**src/sv/md5pm_pkg.sv**
```systemverilog
// Shared constants, types and round functions of the MD5 prefix search pipeline.
package md5pm_pkg;

   localparam int NUM_ROUNDS = 64;

   // Initial chaining values
   localparam logic [31:0] IV_A = 32'h67452301;
   localparam logic [31:0] IV_B = 32'hefcdab89;
   localparam logic [31:0] IV_C = 32'h98badcfe;
   localparam logic [31:0] IV_D = 32'h10325476;

   // Fixed padding words of a 16-byte message
   localparam logic [31:0] MSG_PAD_WORD = 32'h00000080;
   localparam logic [31:0] MSG_LEN_BITS = 32'd128;

   localparam logic [31:0] ROUND_K [NUM_ROUNDS] = '{
      32'hd76aa478, 32'he8c7b756, 32'h242070db, 32'hc1bdceee,
      32'hf57c0faf, 32'h4787c62a, 32'ha8304613, 32'hfd469501,
      32'h698098d8, 32'h8b44f7af, 32'hffff5bb1, 32'h895cd7be,
      32'h6b901122, 32'hfd987193, 32'ha679438e, 32'h49b40821,
      32'hf61e2562, 32'hc040b340, 32'h265e5a51, 32'he9b6c7aa,
      32'hd62f105d, 32'h02441453, 32'hd8a1e681, 32'he7d3fbc8,
      32'h21e1cde6, 32'hc33707d6, 32'hf4d50d87, 32'h455a14ed,
      32'ha9e3e905, 32'hfcefa3f8, 32'h676f02d9, 32'h8d2a4c8a,
      32'hfffa3942, 32'h8771f681, 32'h6d9d6122, 32'hfde5380c,
      32'ha4beea44, 32'h4bdecfa9, 32'hf6bb4b60, 32'hbebfbc70,
      32'h289b7ec6, 32'heaa127fa, 32'hd4ef3085, 32'h04881d05,
      32'hd9d4d039, 32'he6db99e5, 32'h1fa27cf8, 32'hc4ac5665,
      32'hf4292244, 32'h432aff97, 32'hab9423a7, 32'hfc93a039,
      32'h655b59c3, 32'h8f0ccc92, 32'hffeff47d, 32'h85845dd1,
      32'h6fa87e4f, 32'hfe2ce6e0, 32'ha3014314, 32'h4e0811a1,
      32'hf7537e82, 32'hbd3af235, 32'h2ad7d2bb, 32'heb86d391
   };

   localparam int ROUND_S [16] = '{
      7, 12, 17, 22, 5, 9, 14, 20, 4, 11, 16, 23, 6, 10, 15, 21
   };

   // Working state carried from one round stage to the next
   typedef struct packed {
      logic [31:0] a;
      logic [31:0] b;
      logic [31:0] c;
      logic [31:0] d;
      logic [63:0] tail;
   } round_state_type;

   function automatic logic [31:0] bswap32(input logic [31:0] x);
      return {x[7:0], x[15:8], x[23:16], x[31:24]};
   endfunction

   // Rotate amount of a round
   function automatic int round_shift(input int r);
      return ROUND_S[((r >> 4) << 2) | (r & 3)];
   endfunction

   // Message word used by a round
   function automatic int msg_index(input int r);
      int g;
      if (r < 16) begin
         g = r;
      end else if (r < 32) begin
         g = (5 * r + 1) & 15;
      end else if (r < 48) begin
         g = (3 * r + 5) & 15;
      end else begin
         g = (7 * r) & 15;
      end
      return g;
   endfunction

   // Word g of the padded block: prefix, tail, pad byte, bit length
   function automatic logic [31:0] msg_word(input int g, input logic [31:0] m0,
                                            input logic [31:0] m1, input logic [63:0] tail);
      logic [31:0] w;
      case (g)
         0:       w = m0;
         1:       w = m1;
         2:       w = tail[31:0];
         3:       w = tail[63:32];
         4:       w = MSG_PAD_WORD;
         14:      w = MSG_LEN_BITS;
         default: w = '0;
      endcase
      return w;
   endfunction

   // Boolean mix of a round group
   function automatic logic [31:0] round_mix(input int r, input logic [31:0] b,
                                             input logic [31:0] c, input logic [31:0] d);
      logic [31:0] f;
      if (r < 16) begin
         f = (b & c) | (~b & d);
      end else if (r < 32) begin
         f = (d & b) | (~d & c);
      end else if (r < 48) begin
         f = b ^ c ^ d;
      end else begin
         f = c ^ (b | ~d);
      end
      return f;
   endfunction

endpackage

```
**src/sv/md5pm_round.sv**
```systemverilog
// One registered MD5 round stage of the pipeline.
module md5pm_round #(
   parameter int ROUND_INDEX = 0
) (
   input  logic                        clock,
   input  logic                        reset,
   input  logic                        advance,
   input  logic [31:0]                 prefix_m0,
   input  logic [31:0]                 prefix_m1,
   input  logic                        in_valid,
   input  md5pm_pkg::round_state_type  in_state,
   output logic                        out_valid,
   output md5pm_pkg::round_state_type  out_state
);

   localparam int SHIFT = md5pm_pkg::round_shift(ROUND_INDEX);
   localparam int MSG_G = md5pm_pkg::msg_index(ROUND_INDEX);

   logic [31:0]                mix;
   logic [31:0]                sum;
   logic [31:0]                rot;
   md5pm_pkg::round_state_type state_in;
   md5pm_pkg::round_state_type state_ff;
   logic                       valid_ff;

   // Round arithmetic: a + F + K + M, rotate, add b; then shift the words along
   always_comb begin
      mix = md5pm_pkg::round_mix(ROUND_INDEX, in_state.b, in_state.c, in_state.d);
      sum = in_state.a + mix + md5pm_pkg::ROUND_K[ROUND_INDEX]
            + md5pm_pkg::msg_word(MSG_G, prefix_m0, prefix_m1, in_state.tail);
      rot = (sum << SHIFT) | (sum >> (32 - SHIFT));
      state_in.a    = in_state.d;
      state_in.b    = in_state.b + rot;
      state_in.c    = in_state.b;
      state_in.d    = in_state.c;
      state_in.tail = in_state.tail;
   end

   // Stage register, frozen while the output is stalled
   always_ff @(posedge clock) begin
      if (reset) begin
         valid_ff <= 1'b0;
      end else if (advance) begin
         valid_ff <= in_valid;
      end
      if (advance) begin
         state_ff <= state_in;
      end
   end

   assign out_valid = valid_ff;
   assign out_state = state_ff;

endmodule

```
**config.mk**
```make
export PLATFORM = sky130hd
export DESIGN_NAME = md5pm_round
export DESIGN_NICKNAME = d
export VERILOG_FILES = /design/src/sv/md5pm_pkg.sv /design/src/sv/md5pm_round.sv
export SDC_FILE = /design/constraint.sdc
export NUM_CORES = 1
export LEC_CHECK = 0
export BUFFER_PORTS_ARGS = -buffer_cell sky130_fd_sc_hd__buf_2
export CAP_MARGIN = 15
export CELL_PAD_IN_SITES_DETAIL_PLACEMENT = 1
export CELL_PAD_IN_SITES_GLOBAL_PLACEMENT = 1
export CORE_ASPECT_RATIO = 1.75
export CORE_MARGIN = 10
export CORE_UTILIZATION = 38
export CTS_BUF_LIST = sky130_fd_sc_hd__clkbuf_4
export DETAILED_ROUTE_END_ITERATION = 6
export PLACE_DENSITY_LB_ADDON = 0.1
export SETUP_SLACK_MARGIN = 0.3
export SLEW_MARGIN = 20
export SYNTH_ARGS = -nofsm -noshare
export SYNTH_HDL_FRONTEND = slang
export SYNTH_SLANG_ARGS = --single-unit
```
**constraint.sdc**
```tcl
create_clock -name clock -period 6.4 [get_ports clock]
set_clock_uncertainty 0.1 [all_clocks]
set_input_delay 0.32 -clock clock [delete_from_list [all_inputs] [get_ports clock]]
set_output_delay 0.32 -clock clock [all_outputs]
set_load 0.005 [all_outputs]
```
**After elaboration in Yosys (flattened, before gate mapping)**

Cells that the tools add are included.

- Bits in registers: 193
- Bits of input ports: 260
- Logic and storage cells: 15

- Add/subtract/negate cells: 4
- Bitwise operators: 5

Operators by type and width:

| operator | count |
|---|---|
| $add 32x32->32 | 3 |
| $and 32x32->32 | 2 |
| $add 32x32->32 const B | 1 |
| $not 32->32 | 1 |
| $or 32x32->32 | 1 |
| $or 32x7->32 | 1 |

**Longest topological paths before layout**

- Depth in word-level cells: 8
- Mapped depth: 23

**Worst setup path before layout**

Ideal clock, no wire load.

- Kind: input port to flip-flop
- Start point: in in_state[129] in the netlist's numbering
- End point: reg state_ff (netlist bit out_state[158]), data pin
- Arrival: 4910 ps
- Path slack: 1109 ps
- Stages on the path: 21
- Cells stage by stage: mux2_2 > fa_1 > ha_1 > ha_1 > inv_1 > fa_1 > nor2b_4 > o31a_1 > o311ai_4 > a21oi_2 > a211oi_2 > o21ai_1 > xor2_1 > fa_1 > a211oi_1 > nor2_1 > a21o_1 > a21bo_2 > a2111oi_2 > o21a_1 > o311ai_0

RTL lines:

| what | line | source |
|---|---|---|
| from (decl) | md5pm_round.sv:11 | `input md5pm_pkg::round_state_type in_state,` |
| to (signal assigned) | md5pm_round.sv:47 | `state_ff <= state_in;` |
| to (decl) | md5pm_round.sv:23 | `md5pm_pkg::round_state_type state_ff;` |

==> run metrics <==
status finished clean; sequential area share after synthesis 52.3%; Final WS setup 0.526 ns; dominant cells by area after synthesis edfxtp_1 52%, ha_1 10%, fa_1 6.0%; WL met1 14400 um; Max Slew Vio Count 0; first-pass iteration count of the detailed router 4; synth warn 0; library cells used by synthesis 54; dpl hpwl 31200 um; initial antenna violation count 3; Tcrit/Tclk final 91.8%; Synth area leader edfxtp_1; Static Leak 7.25 nW; # DRC 0; first-pass GRT wire length 63500 um; gr ovfl total 0; Core Region 0.0287 mm^2; CP required 6.71 ns; post-DR vias/cell 5.04; Post-DP Area 0.0137 mm^2; WL met3 2590 um; Post-synth EDFFs 192; Mapped Cells 910; Initial Util 38.5%; Iter 0 DRT Violations 259; I/O Buffers 420; Die W 149 um; layout cells sized above 1 32.8%; maximum clock frequency 0.170 GHz; minimum clock period after layout 5.87 ns; CP arrival 6.19 ns; Yosys reg bits 193; main flop type after synthesis edfxtp_1; CTS H-tree depth 4; hold slack final 0.0658 ns; CTS Sinks 193; crit path launch type input pin; Finished Cell Area 0.0157 mm^2; Clk Latency, worst-skew pair 0.67 ns; gpl congestion 0.849; clock slew at reported path FFs 0.19 ns; top post-synthesis cells by count 192 x edfxtp_1, 136 x inv_1, 90 x ha_1; Slew Limit Headroom 34.4%; die height 246 um; Post-synth ARST share 0%; CP max-delay cell dlygate4sd3_1; nets 1899; vias in the first global route 10.6k; worst-path maximum fanout 7; Die ar. 0.0366 mm^2; Setup CP Type in -> reg; area share of the largest cell type after synthesis 52.1%; Vias 9625; area delta synth->final 42.4%; Fin. Hold Viols 0; Max Used Layer met4; worst path cell trace dlygate4sd3_1, buf_2, mux2i_1, fa_1, inv_1, fa_1, ha_1, a21oi_1, o21ai_1, a211oi_1, o21ai_1, a211oi_2, o21ai_2, xor2_1, fa_1, a211oi_1, nor2_1, a21o_1, a21bo_2, a2111oi_2, buf_4, o21a_1, o311ai_1; count leader, synth edfxtp_1; pin count of the biggest net entering global routing 77; Synthesized Nets 1293; Std-Cell Rows 82; clk buf depth 2; Final ANT Viol Nets 0; CTS tree done; CTS Buf Count 17; mean post-synth cell area 12.2 um^2; root buffer cell clkbuf_4; TNS Setup 0 ns; RSZ-0062 raised after global routing yes; met2 WL 24500 um; worst slew pin tran 0.985 ns; # IOs 453; Peak VDD IR 0.148 mV; crit path capture type register; all-layer global routing usage 22.9%; cell area after synthesis 0.0111 mm^2; Critical Path Most Common Cell fa_1; wire per inst 22.3 um; Pwr Density 351 mW/mm^2; dpl ws 0.159 ns; Worst path max stage delay 0.55 ns; Max-Cap Viols 0; final setup vio count 0; total routed wirelength 42600 um; worst hold path class in -> reg
[final cells by class]
class                           count  area (um^2)
Tap cell                          378          473
Inverter                          136          510
Antenna cell                        3         7.51
Multi-Input combinational cell    566         4730
Timing Repair Buffer              602         3880
Fill cell                        3211        13000
Clock inverter                     15          225
Sequential cell                   193         5790
Clock buffer                       17          128
[power by group]
| part | switching (W) | internal (W) |
|---|---|---|
| clock network | 0.000561 | 0.000234 |
| registers | 0.0000511 | 0.00169 |
| logic | 0.00171 | 0.00127 |
[repair_timing]
item,4_1_cts,5_1_grt
setup endpoints to repair,0,10
setup buffers,0,1
hold buffers,162,0
gates resized for setup,0,9
endpoints found under the hold margin,163,0
[registers in the layout (all words and copies together), names as in the netlist]
name / flops
out_valid: 1
out_state: 192
[worst max-delay path, delay by kind of cell]
family	cells	cell delay (ns)
xor gates and xnor gates	1	0.21
AOI/OAI and AO/OA	12	2.69
buffers and inverters	4	1.00
muxes	1	0.16
adders and majority gates	4	1.66
and+or+nand+nor	1	0.12
[cell families (layout without fill, tap and decap cells)]
| kind of cell | after synthesis | after routing | share of synthesized area (%) |
|---|---|---|---|
| multiplexers | 36 | 36 | 3.43 |
| flip-flops | 193 | 193 | 52.3 |
| XOR/XNOR | 49 | 49 | 3.88 |
| adder cells (fa/ha/maj) | 123 | 123 | 16.2 |
| AND/OR/NAND/NOR | 160 | 160 | 7.00 |
| buffers and inverters | 151 | 770 | 5.12 |
| AO/OA/AOI/OAI | 198 | 198 | 12.1 |
| other | 0 | 3 | 0 |
[stage by stage]
step                std cells  util [%]  power, W
floorplan                 910         -   0.00363
global placement         1712      47.8   0.00459
detailed placement       1712      47.8   0.00464
CTS                      1906      54.7   0.00553
global route             1910      54.8   0.00592
finish                   1910      54.8   0.00552
[worst paths after layout]
kind	depth (start not counted)	from	slack, ns	endpoint
setup / recovery	23	in_state[142]	0.53	out_state[158]
hold / removal	1	advance	0.07	out_state[84]
setup reg to reg	3	out_valid	5.16	out_valid
hold reg to reg	3	out_valid	0.96	out_valid
[cell usage in the layout, fill, tap and decap left out, types with 4 or more instances in the layout]
master / instances
nor2b_1: 7
a21o_1: 27
dlygate4sd3_1: 162
nand2b_1: 6
buf_4: 20
fa_1: 33
edfxtp_1: 192
o211ai_1: 8
nand3b_1: 4
nand3_1: 20
a211oi_1: 7
clkbuf_4: 17
xor2_1: 14
o21a_1: 14
inv_1: 136
and3_1: 5
nand4_1: 10
buf_2: 419
ha_1: 90
o21bai_1: 11
mux2i_1: 20
a311oi_1: 4
a21oi_1: 58
o21ai_0: 27
clkinv_8: 7
mux2_2: 15
nor3_1: 26
nor2_1: 41
xnor2_1: 35
nand2_1: 33
or3_1: 4
[per-layer routing]
layer | GRT usage (%) | up-vias
met5 | 0 | -
met4 | 7.59 | 0
met3 | 5.78 | 51
met2 | 45.2 | 310
met1 | 21.9 | 4758
li1 | - | 4506
Note: power is estimated with default switching activity, not from simulation.
