[src/sv/md5pm_pkg.sv]
// Shared constants, types and round functions of the MD5 prefix search pipeline.
package md5pm_pkg;

   localparam int NUM_ROUNDS = 64;

   // Initial chaining values
   localparam logic [31:0] IV_A = 32'h67452301;
   localparam logic [31:0] IV_B = 32'hefcdab89;
   localparam logic [31:0] IV_C = 32'h98badcfe;
   localparam logic [31:0] IV_D = 32'h10325476;

   // Fixed padding words of a 16-byte message
   localparam logic [31:0] MSG_PAD_WORD = 32'h00000080;
   localparam logic [31:0] MSG_LEN_BITS = 32'd128;

   localparam logic [31:0] ROUND_K [NUM_ROUNDS] = '{
      32'hd76aa478, 32'he8c7b756, 32'h242070db, 32'hc1bdceee,
      32'hf57c0faf, 32'h4787c62a, 32'ha8304613, 32'hfd469501,
      32'h698098d8, 32'h8b44f7af, 32'hffff5bb1, 32'h895cd7be,
      32'h6b901122, 32'hfd987193, 32'ha679438e, 32'h49b40821,
      32'hf61e2562, 32'hc040b340, 32'h265e5a51, 32'he9b6c7aa,
      32'hd62f105d, 32'h02441453, 32'hd8a1e681, 32'he7d3fbc8,
      32'h21e1cde6, 32'hc33707d6, 32'hf4d50d87, 32'h455a14ed,
      32'ha9e3e905, 32'hfcefa3f8, 32'h676f02d9, 32'h8d2a4c8a,
      32'hfffa3942, 32'h8771f681, 32'h6d9d6122, 32'hfde5380c,
      32'ha4beea44, 32'h4bdecfa9, 32'hf6bb4b60, 32'hbebfbc70,
      32'h289b7ec6, 32'heaa127fa, 32'hd4ef3085, 32'h04881d05,
      32'hd9d4d039, 32'he6db99e5, 32'h1fa27cf8, 32'hc4ac5665,
      32'hf4292244, 32'h432aff97, 32'hab9423a7, 32'hfc93a039,
      32'h655b59c3, 32'h8f0ccc92, 32'hffeff47d, 32'h85845dd1,
      32'h6fa87e4f, 32'hfe2ce6e0, 32'ha3014314, 32'h4e0811a1,
      32'hf7537e82, 32'hbd3af235, 32'h2ad7d2bb, 32'heb86d391
   };

   localparam int ROUND_S [16] = '{
      7, 12, 17, 22, 5, 9, 14, 20, 4, 11, 16, 23, 6, 10, 15, 21
   };

   // Working state carried from one round stage to the next
   typedef struct packed {
      logic [31:0] a;
      logic [31:0] b;
      logic [31:0] c;
      logic [31:0] d;
      logic [63:0] tail;
   } round_state_type;

   function automatic logic [31:0] bswap32(input logic [31:0] x);
      return {x[7:0], x[15:8], x[23:16], x[31:24]};
   endfunction

   // Rotate amount of a round
   function automatic int round_shift(input int r);
      return ROUND_S[((r >> 4) << 2) | (r & 3)];
   endfunction

   // Message word used by a round
   function automatic int msg_index(input int r);
      int g;
      if (r < 16) begin
         g = r;
      end else if (r < 32) begin
         g = (5 * r + 1) & 15;
      end else if (r < 48) begin
         g = (3 * r + 5) & 15;
      end else begin
         g = (7 * r) & 15;
      end
      return g;
   endfunction

   // Word g of the padded block: prefix, tail, pad byte, bit length
   function automatic logic [31:0] msg_word(input int g, input logic [31:0] m0,
                                            input logic [31:0] m1, input logic [63:0] tail);
      logic [31:0] w;
      case (g)
         0:       w = m0;
         1:       w = m1;
         2:       w = tail[31:0];
         3:       w = tail[63:32];
         4:       w = MSG_PAD_WORD;
         14:      w = MSG_LEN_BITS;
         default: w = '0;
      endcase
      return w;
   endfunction

   // Boolean mix of a round group
   function automatic logic [31:0] round_mix(input int r, input logic [31:0] b,
                                             input logic [31:0] c, input logic [31:0] d);
      logic [31:0] f;
      if (r < 16) begin
         f = (b & c) | (~b & d);
      end else if (r < 32) begin
         f = (d & b) | (~d & c);
      end else if (r < 48) begin
         f = b ^ c ^ d;
      end else begin
         f = c ^ (b | ~d);
      end
      return f;
   endfunction

endpackage

[src/sv/md5pm_rsp_if.sv]
// Result channel: valid/ready with match flag and the two digest halves.
interface md5pm_rsp_if;
   logic        valid;
   logic        ready;
   logic        match;
   logic [63:0] digest_high;
   logic [63:0] digest_low;

   modport source (output valid, output match, output digest_high, output digest_low,
                   input ready);
   modport sink   (input valid, input match, input digest_high, input digest_low,
                   output ready);
endinterface

[src/sv/md5pm_finish.sv]
// Final stage: chaining add, byte swap, target compare and result register.
module md5pm_finish (
   input  logic                        clock,
   input  logic                        reset,
   input  logic                        advance,
   input  logic [31:0]                 target_word,
   input  logic                        in_valid,
   input  md5pm_pkg::round_state_type  in_state,
   md5pm_rsp_if.source                 rsp
);

   logic [31:0] word_a;
   logic [31:0] word_b;
   logic [31:0] word_c;
   logic [31:0] word_d;
   logic        match_in;
   logic        match_ff;
   logic        valid_ff;
   logic [63:0] high_in;
   logic [63:0] high_ff;
   logic [63:0] low_in;
   logic [63:0] low_ff;

   // Add the chaining values and put the digest into big-endian byte order
   always_comb begin
      word_a   = md5pm_pkg::bswap32(in_state.a + md5pm_pkg::IV_A);
      word_b   = md5pm_pkg::bswap32(in_state.b + md5pm_pkg::IV_B);
      word_c   = md5pm_pkg::bswap32(in_state.c + md5pm_pkg::IV_C);
      word_d   = md5pm_pkg::bswap32(in_state.d + md5pm_pkg::IV_D);
      match_in = (word_a == target_word);
      high_in  = {word_a, word_b};
      low_in   = {word_c, word_d};
   end

   // Output register
   always_ff @(posedge clock) begin
      if (reset) begin
         valid_ff <= 1'b0;
      end else if (advance) begin
         valid_ff <= in_valid;
      end
      if (advance) begin
         match_ff <= match_in;
         high_ff  <= high_in;
         low_ff   <= low_in;
      end
   end

   assign rsp.valid       = valid_ff;
   assign rsp.match       = match_ff;
   assign rsp.digest_high = high_ff;
   assign rsp.digest_low  = low_ff;

endmodule

[src/flat_wrapper.sv]
// flat-port wrapper written by rule: the top's interface ports become plain ports
module md5pm_finish_flat 
  (clock, reset, advance, target_word, in_valid, in_state, rsp_valid, rsp_match, rsp_digest_high, rsp_digest_low, rsp_ready);
  md5pm_rsp_if rsp_i ();
  input  logic clock;
  input  logic reset;
  input  logic advance;
  input  logic [31:0] target_word;
  input  logic in_valid;
  input  md5pm_pkg::round_state_type in_state;
  output wire logic [$bits(rsp_i.valid)-1:0] rsp_valid;
  output wire logic [$bits(rsp_i.match)-1:0] rsp_match;
  output wire logic [$bits(rsp_i.digest_high)-1:0] rsp_digest_high;
  output wire logic [$bits(rsp_i.digest_low)-1:0] rsp_digest_low;
  input wire logic [$bits(rsp_i.ready)-1:0] rsp_ready;
  assign rsp_valid = rsp_i.valid;
  assign rsp_match = rsp_i.match;
  assign rsp_digest_high = rsp_i.digest_high;
  assign rsp_digest_low = rsp_i.digest_low;
  assign rsp_i.ready = rsp_ready;
  md5pm_finish u_core (.clock(clock), .reset(reset), .advance(advance), .target_word(target_word), .in_valid(in_valid), .in_state(in_state), .rsp(rsp_i));
endmodule
[config.mk]
export PLATFORM = sky130hd
export DESIGN_NAME = md5pm_finish_flat
export DESIGN_NICKNAME = d
export VERILOG_FILES = /design/src/sv/md5pm_pkg.sv /design/src/sv/md5pm_rsp_if.sv /design/src/sv/md5pm_finish.sv /design/src/flat_wrapper.sv
export SDC_FILE = /design/constraint.sdc
export NUM_CORES = 1
export LEC_CHECK = 0
export ABC_AREA = 0
export BUFFER_PORTS_ARGS = -buffer_cell sky130_fd_sc_hd__buf_2
export CORE_AREA = 2 2 139 141
export DETAILED_ROUTE_END_ITERATION = 6
export DIE_AREA = 0 0 141 143
export PLACE_DENSITY = 0.71
export REMOVE_ABC_BUFFERS = 1
export SYNTH_ARGS = -nofsm -noshare
export SYNTH_HDL_FRONTEND = slang
export SYNTH_SLANG_ARGS = --single-unit
[constraint.sdc]
create_clock -name clock -period 2.6 [get_ports clock]
set_input_delay 0.26 -clock clock [delete_from_list [all_inputs] [get_ports clock]]
set_output_delay 0.26 -clock clock [all_outputs]
set_load 0.1 [all_outputs]
=== Word level (Yosys, flattened, before mapping) ===
Index checks and enable logic that the tools add are counted.

* Bits in registers: 130
* Input port bits: 229
* Output and inout bits: 130
* Word-level logic and storage cells: 9

* $add $sub $neg: 4
* Eq/ne operators: 1

{| class="wikitable"
|+ Operator list
! operator !! count
|-
| 32-bit adder, second input constant || 2
|-
| 32-bit by 29-bit adder with 32-bit output, second input constant || 1
|-
| 32-bit by 31-bit adder with 32-bit output, second input constant || 1
|-
| 32-bit == test || 1
|}

=== Longest topological paths before layout ===
Gate-level depths: netlist (run 1).

* Word-level depth: 2
* Mapped depth: 11
* Depth with buffers taken out: 11

=== Least setup slack after synthesis (run 1) ===
OpenSTA, ideal clock, no wires.

* Kind: in2reg
* Start point: input port in_state[160] (netlist name)
* End point: register u_core.match_ff (netlist: u_core.rsp.match) (data pin)
* Setup time: 0.133 ns
* Arrival time: 2.311 ns
* Data required time: 2.467 ns
* Setup slack: 0.156 ns
* Stages: 11
* Buffers on the path: 1
* Path through: ha_1 -> and4_1 -> buf_4 -> a21oi_4 -> o31ai_2 -> a211o_2 -> o21ai_4 -> xor2_1 -> o22ai_1 -> nor4_2 -> o2111a_1

* Longest elaborated chain between the ends: 2

{| class="wikitable"
|+ RTL lines
! element !! line !! RTL
|-
| from (decl) || flat_wrapper.sv:10 || <nowiki>input md5pm_pkg::round_state_type in_state;</nowiki>
|-
| 32-bit by 31-bit adder with 32-bit output || md5pm_finish.sv:26 || <nowiki>word_a = md5pm_pkg::bswap32(in_state.a + md5pm_pkg::IV_A);</nowiki>
|-
| 32-bit == test || md5pm_finish.sv:30 || <nowiki>match_in = (word_a == target_word);</nowiki>
|-
| net u_core.match_in || md5pm_finish.sv:16 || <nowiki>logic match_in;</nowiki>
|-
| to (signal assigned) || md5pm_finish.sv:43 || <nowiki>match_ff <= match_in;</nowiki>
|-
| to (decl) || md5pm_finish.sv:17 || <nowiki>logic match_ff;</nowiki>
|}

The timed path passes the listed nets, and every way through them passes these cells.
A chain may end at the register's enable or synchronous reset.

=== Worst setup path in the final report (run 1) ===
Same ends and word-level chain as after synthesis.

==> summary.md, run 1 <==
| Metric | Value |
|---|---|
| Status | complete, no violations |
| Remaining DRCs | 0 |
| Top post-synthesis cells by area | edfxtp_1, xnor2_1, xor2_1, nand2_1, nor2_1 |
| Internal Power | 4.71 mW |
| Clock Pin Slew Worst Setup and Hold Paths | around 0.060 ns |
| Count leader, synth | edfxtp_1 |
| Reg power frac | approximately 34% |
| Switching power | about 3.1 mW |
| CORE AREA | ~0.019 mm2 |
| Final core occ | between 50% and 60% |
| Grt total ovfl | 0 |
| Vias in the first global route | ~6,200 |
| Crit. End Element | register |
| Slew HR | between 60 and 70% |
| Clock Skews | 0 ns |
| Pin count of the biggest net entering global routing | 48 |
| DR pass1 iterations | 4 |
| CP max FO | 4 |
| FP Rows | 50 |
| Area grow syn2layout | 40.0% |
| Vias post-DR | around 6,300 |
| Setup Viol. Count Final | 0 |
| Routed Wire Length | 20,200 um |
| Ant diodes | 0 |
| Chip width | 141 um |
| All-Layer GR Usage | 19.7% |
| First-pass GRT wire length | slightly above 30,000 um |
| #FFs+latches synth | 130 |
| Clock sinks | 130 |
| Netlist cell types | a little over 70 |
| Top cell type's share of synthesized area | approximately 54% |
| Number of synthesized flops with an enable pin | ~130 |
| CP Class | input pin to register |
| Vias per inst | 5.02 |
| PnR worst setup slack | between 0.15 and 0.2 ns |
| Hold Vio Cnt, Final | 0 |
| Commonest cells post-synth | edfxtp_1, xnor2_1, xor2_1 |
| HPWL Detailed | about 16,000 um |
| Minimum clock period | approximately 2.4 ns |
| DRT iter0 DRCs | around 270 |
| # nets final | between 1,000 and 1,500 |
| Starting density of the core | 38.9% |
| Avg Cell Area, Syn | 11.4 um2 |
| Post-route cell area | between 0.01 and 0.015 mm2 |
| Worst slew pin tran | 0.569 ns |
| RSZ-0062 raised after global routing | no |
| Crit share post-route | 92.4% |
| Combinational Power Share | 33.3% |
| Number of buffers added on ports | 293 |
| Placed Area | 0.00948 mm2 |
| Root buf cell | clkbuf_16 |
| Hold Slack | between 0.02 and 0.03 ns |
| Switching share of power | between 30% and 40% |
| Crit path arrival time | about 2.7 ns |
| CP Data Required Time | approximately 2.9 ns |
| Leakage | approximately 4.3 nW |
| Warnings, synthesis | 0 |
| Max_cap viols | 0 |
| Dpl cells | about 1,200 |
| Io pins | approximately 360 |
| Number of routed nets with antenna violations | 0 |
| Share of layout cells above drive strength 1 | between 40% and 50% |
| Worst Hold Class | input pin to register |
| Final Power | about 8 mW |
| Post-Place Setup Slack | -0.315 ns |
| Fmax | 0.416 GHz |
| Routability Congestion | approximately 0.97 |
| Ys async rst share | 0% |
| Sequential share of the synthesized area | ~54% |
| VDD IR max | 0.000452 V |
| Full die area | a little over 0.02 mm2 |
| Gate Count Post-Synth | 637 |
| Setup_tns | 0 ns |
| Die height | 143 um |
| Leading area contributor after synthesis | edfxtp_1 |
| PwrDens | around 770 mW/mm2 |
| Clock power share | approximately a third |
| Htree depth | 4 |
| Startpoint Class | input pin |
| Clk buf depth | 2 |
| Final std cells w/o fill | 1,254 |
| Post-synth top flop | edfxtp_1 |
| Fin. max-slew vios | 0 |
| Inserted Clock Buffers | 17 |
| Antenna violations before repair | 0 |
| Mapped Area | around 0.0072 mm2 |
| CTS tree | done |
| Clock latency on the worst-skew pair | 0.41 ns |
| Wire length per cell | ~16 um |
flip-flops by register name (all words and copies together) (netlist names):
name and cells:
u_core.rsp.digest_high 64, u_core.rsp.valid 1, u_core.rsp.digest_low 64, u_core.rsp.match 1
cell type report:
cell class / instances / area (um2)
clock inverters: 14 / 199
well taps: 234 / 293
fillers: 1671 / 8450
repair buffers: 369 / 2050
clock buffers: 18 / 429
multi-input cells: 469 / 3190
inverters: 20 / 75.1
flip-flops and latches: 130 / 3890
metal layers:
| metal | share of wire (%) | global-route usage (%) |
|---|---|---|
| met1 | 40 | 23.5 |
| met2 | 49 | 33.3 |
| met3 | 7.8 | 4.76 |
| met4 | 3.8 | 10.2 |
| met5 | 0 | 0 |
final timing paths:
| path | endpoint | start | slack (ns) | cells after the start |
|---|---|---|---|---|
| max reg2reg | u_core.rsp.valid | u_core.rsp.valid | 2.01 | 2 |
| min reg2reg | u_core.rsp.valid | u_core.rsp.valid | 0.51 | 2 |
| max | u_core.rsp.match | in_state[160] | 0.20 | 11 |
| min | u_core.rsp.digest_low[56] | in_state[96] | 0.03 | 1 |
power groups by stage:
| stage | clock network, mW | registers, mW | logic, mW |
|---|---|---|---|
| 2_1_floorplan | 0 | 4.20 | 0.393 |
| 3_3_place_gp | 0 | 2.66 | 2.57 |
| 3_5_place_dp | 0 | 2.66 | 2.59 |
| 4_1_cts | 2.64 | 2.62 | 2.59 |
| 5_1_grt | 2.74 | 2.63 | 2.70 |
| 6_report | 2.57 | 2.62 | 2.59 |
worst max-delay path: stages:
cell and delay [ns]:
buf_2 0.11, ha_1 0.20, and4_1 0.22, buf_4 0.16, a32o_1 0.25, a221oi_1 0.30, nand4_1 0.12, nor4_1 0.32
nand4_1 0.20, nor4_2 0.31, o2111a_1 0.22
timing repair:
action,in CTS,in global routing
buffers inserted,0,0
hold buffers,1,0
endpoints found under the setup margin,0,1
gates resized for setup,0,2
endpoints found under the hold margin,1,0
kinds of logic after synthesis:
family | after synthesis | share of synthesized area (%)
buffers and inverters | 38 | 2.33
flip-flops | 130 | 53.8
adder cells (fa/ha/maj) | 4 | 0.692
AO/OA/AOI/OAI | 117 | 11.6
AND/OR/NAND/NOR | 214 | 15.1
XOR/XNOR | 132 | 16.2
multiplexers | 2 | 0.277
placed cells by master (no fill, tap or decap), types with 5 or more instances in the layout:
cell       synthesis  routed
a21oi_1           22      22
a31oi_1           10      10
and2_1             5       5
and3_1             8       8
buf_2              9     292
buf_4              2      75
clkbuf_16          0      17
edfxtp_1         129     129
inv_1             20      20
inv_6              0       5
nand2_1           52      52
nand2b_1          15      15
nand3_1           26      26
nand4_1            8       8
nor2_1            48      48
nor3_1            17      17
nor4_1             6       5
o21a_1             6       6
o21ai_0           24      24
o21ai_1            5       5
xnor2_1           70      70
xor2_1            61      61
Note: power is estimated with default switching activity, not from simulation.
==> run 2: changes to the inputs <==
==> constraint.sdc (replaced) <==
create_clock -name clock -period 2.6 [get_ports clock]
set_input_delay 0.39 -clock clock [delete_from_list [all_inputs] [get_ports clock]]
set_output_delay 0.39 -clock clock [all_outputs]
set_load 0.1 [all_outputs]
==> run 2 against run 1 <==
  * Via count is 2.0% higher
  * Die area stayed put
  * Critical endpoint unchanged
  * Critical path depth is 2 higher
  * Non-clock buffer count is 25 higher
  * Largest cell class unchanged
  * First-iteration DRC count grew 14%
  * Register-to-register slack about the same
  * Cell count is 1.9% higher
  * Clock power up 3%
  * Count of clock-buffer cells in the layout down 1
  * Maximum frequency shrank 4.5%
  * Critical path type unchanged
  * Total power is 1.6% higher
==> summary.md, run 2 (synthesis results as in run 1) <==
| Metric | Value |
|---|---|
| Starting density of the core | 38.9% (unchanged) |
| Vias in the first global route | 6,234 (was 6,227) |
| Wire length per cell | 16.2 um (was 16.1 um) |
| CP Data Required Time | 2.88 ns (about the same) |
| Commonest non-fill, non-tap cell in the layout | buf_2 (unchanged) |
| Clk buf depth | 2 (unchanged) |
| Io pins | 359 (unchanged) |
| Fin. max-slew vios | 0 (unchanged) |
| Clock Pin Slew Worst Setup and Hold Paths | 0.06 ns (about the same) |
| Worst Hold Class | input pin to register (unchanged) |
| CP max FO | 6 (was 4) |
| Internal Power | 4.84 mW (was 4.71 mW) |
| Routed Wire Length | 20,600 um (was 20,200 um) |
| Clock sinks | 130 (unchanged) |
| CORE AREA | 0.0186 mm2 (unchanged) |
| FP Rows | 50 (unchanged) |
| CTS tree | done (unchanged) |
| Clock latency on the worst-skew pair | 0.40 ns (was 0.41 ns) |
| Ant diodes | 0 (unchanged) |
| Pin count of the biggest net entering global routing | 53 (was 48) |
| Area grow syn2layout | 43.5% (was 40.0%) |
| Crit path arrival time | 2.79 ns (was 2.68 ns) |
| Leakage | 4.46 nW (was 4.31 nW) |
| Die height | 143 um (unchanged) |
| Filler Cells Inserted | 1,613 (was 1,671) |
| Multi-input gate area | 0.00320 mm2 (was 0.00319 mm2) |
| First-pass GRT wire length | 30,900 um (was 30,800 um) |
| RSZ-0062 raised after global routing | no (unchanged) |
| Reg power frac | 33.1% (was 33.6%) |
| HPWL Detailed | 16,500 um (was 16,300 um) |
| # nets final | 1,265 (was 1,240) |
| Switching share of power | 38.8% (was 39.5%) |
| VDD IR max | 0.000437 V (was 0.000452 V) |
| Fmax | 0.398 GHz (was 0.416 GHz) |
| Htree depth | 4 (unchanged) |
| CP delay by family, top | simple AND/OR/NAND/NOR gates (unchanged) |
| Worst path slowest cell | nor4_2 (was nor4_1) |
| Number of routed nets with antenna violations | 0 (unchanged) |
| Vias per inst | 5.03 (was 5.02) |
| Routability Congestion | 0.964 (was 0.973) |
| Remaining DRCs | 0 (unchanged) |
| Slew HR | 62.7% (was 62.4%) |
| Antenna violations before repair | 0 (unchanged) |
| Crit path largest cell delay | 0.32 ns (about the same) |
| Cell Chain, Critical Path | buf_2 -> ha_1 -> and4_1 -> buf_4 -> a21oi_4 -> nor2_1 -> buf_4 -> xnor2_2 -> xor2_1 -> a2111oi_2 -> nand4_1 -> nor4_2 -> o2111a_1 (was buf_2 -> ha_1 -> and4_1 -> buf_4 -> a32o_1 -> a221oi_1 -> nand4_1 -> nor4_1 -> nand4_1 -> nor4_2 -> o2111a_1) |
| Dpl cells | 1,246 (was 1,221) |
| Share of layout cells above drive strength 1 | 43.4% (was 41.7%) |
| Final Power | 7.91 mW (was 7.78 mW) |
| Minimum clock period | 2.51 ns (was 2.40 ns) |
| CP Class | input pin to register (unchanged) |
| Root buf cell | clkbuf_16 (unchanged) |
| Grt total ovfl | 0 (unchanged) |
| PnR worst setup slack | 0.0855 ns (was 0.198 ns) |
| All-Layer GR Usage | 19.8% (was 19.7%) |
| Register area | 0.00389 mm2 (unchanged) |
| DR pass1 iterations | 4 (unchanged) |
| Crit share post-route | 96.7% (was 92.4%) |
| Combinational Power Share | 33.3% (about the same) |
| Switching power | 3.07 mW (about the same) |
| # hold bufs at CTS | 0 (was 1) |
| Number of buffers added on ports | 293 (unchanged) |
| Crit path buffers/inverters | 3 (was 2) |
| Final std cells w/o fill | 1,278 (was 1,254) |
| CP dominant cell by count | buf_4 (was nand4_1) |
| Worst slew pin tran | 0.563 ns (was 0.569 ns) |
| Vias post-DR | 6,422 (was 6,296) |
| Chip width | 141 um (unchanged) |
| Full die area | 0.0202 mm2 (unchanged) |
| Clock power share | 33.6% (was 33.1%) |
| Startpoint Class | input pin (unchanged) |
| Hold Vio Cnt, Final | 0 (unchanged) |
| Max_cap viols | 0 (unchanged) |
| Status | complete, no violations (unchanged) |
| PwrDens | 762 mW/mm2 (was 768 mW/mm2) |
| Clock Skews | 0 ns (unchanged) |
| Inserted Clock Buffers | 17 (unchanged) |
| DRT iter0 DRCs | 311 (was 272) |
| Most frequent cells in the layout | buf_2, edfxtp_1, buf_4 (unchanged) |
| Crit. End Element | register (unchanged) |
| Setup Viol. Count Final | 0 (unchanged) |
| Post-Place Setup Slack | -0.429 ns (was -0.315 ns) |
| Setup_tns | 0 ns (unchanged) |
run 2: changes by cell type in the layout (fill, tap and decap cells not counted), sizes merged:
cell,change
clkbuf,-1
bufinv,+1
clkinvlp,-1
dlygate4sd3,-1
buf,+26
run 2: power by group through the flow:
stage          Combinational [mW]  Sequential [mW]  Clock (mW)
2_1_floorplan               0.393             4.20           0
3_3_place_gp                 2.60             2.66           0
3_5_place_dp                 2.63             2.66           0
4_1_cts                      2.63             2.62        2.71
5_1_grt                      2.74             2.64        2.79
6_report                     2.63             2.62        2.65
run 2: stage by stage:
step,hold slack [ns],instance area [um2],util [%]
2_1_floorplan,0.462,7140,-
3_3_place_gp,0.481,9690,52.2
3_5_place_dp,0.489,9690,52.2
4_1_cts,0.126,10300,55.7
5_1_grt,0.131,10400,55.9
6_report,0.149,10400,55.9
run 2: worst register-to-register path: cells and delay by family (launching register included):
kind	cells	cell delay, ns
muxes	1	0.12
DFF	1	0.31
and+or+nand+nor	1	0.05
run 2: worst paths after layout:
kind	start	end	slack [ns]	cells after the start
max	in_state[160]	u_core.rsp.match	0.09	13
min	reset	u_core.rsp.valid	0.15	2
max reg2reg	u_core.rsp.valid	u_core.rsp.valid	2.02	2
min reg2reg	u_core.rsp.valid	u_core.rsp.valid	0.50	2
run 2: area by class of cell:
cell class / count / share of cell area (%)
inverters: 20 / 0.723
clock inverters: 14 / 2.17
flip-flops and latches: 130 / 37.5
clock buffers: 17 / 4.10
well taps: 234 / 2.82
multi-input cells: 469 / 30.8
repair buffers: 394 / 21.9
run 2: repair_timing:
item                       in CTS  in global routing
buffers inserted                0                  1
resized for setup               0                  5
setup endpoints to repair       0                  1
run 2: layer usage:
metal / part of all wire, % / vias to the layer above / track usage [%] / routed length, um
met4: 2.9 / 0 / 8.37 / 594
met5: 0 / - / 0 / 0
met2: 50 / 294 / 34.7 / 10200
met3: 8.0 / 38 / 5.10 / 1640
met1: 40 / 2954 / 23.0 / 8170
li1: - / 3136 / - / -
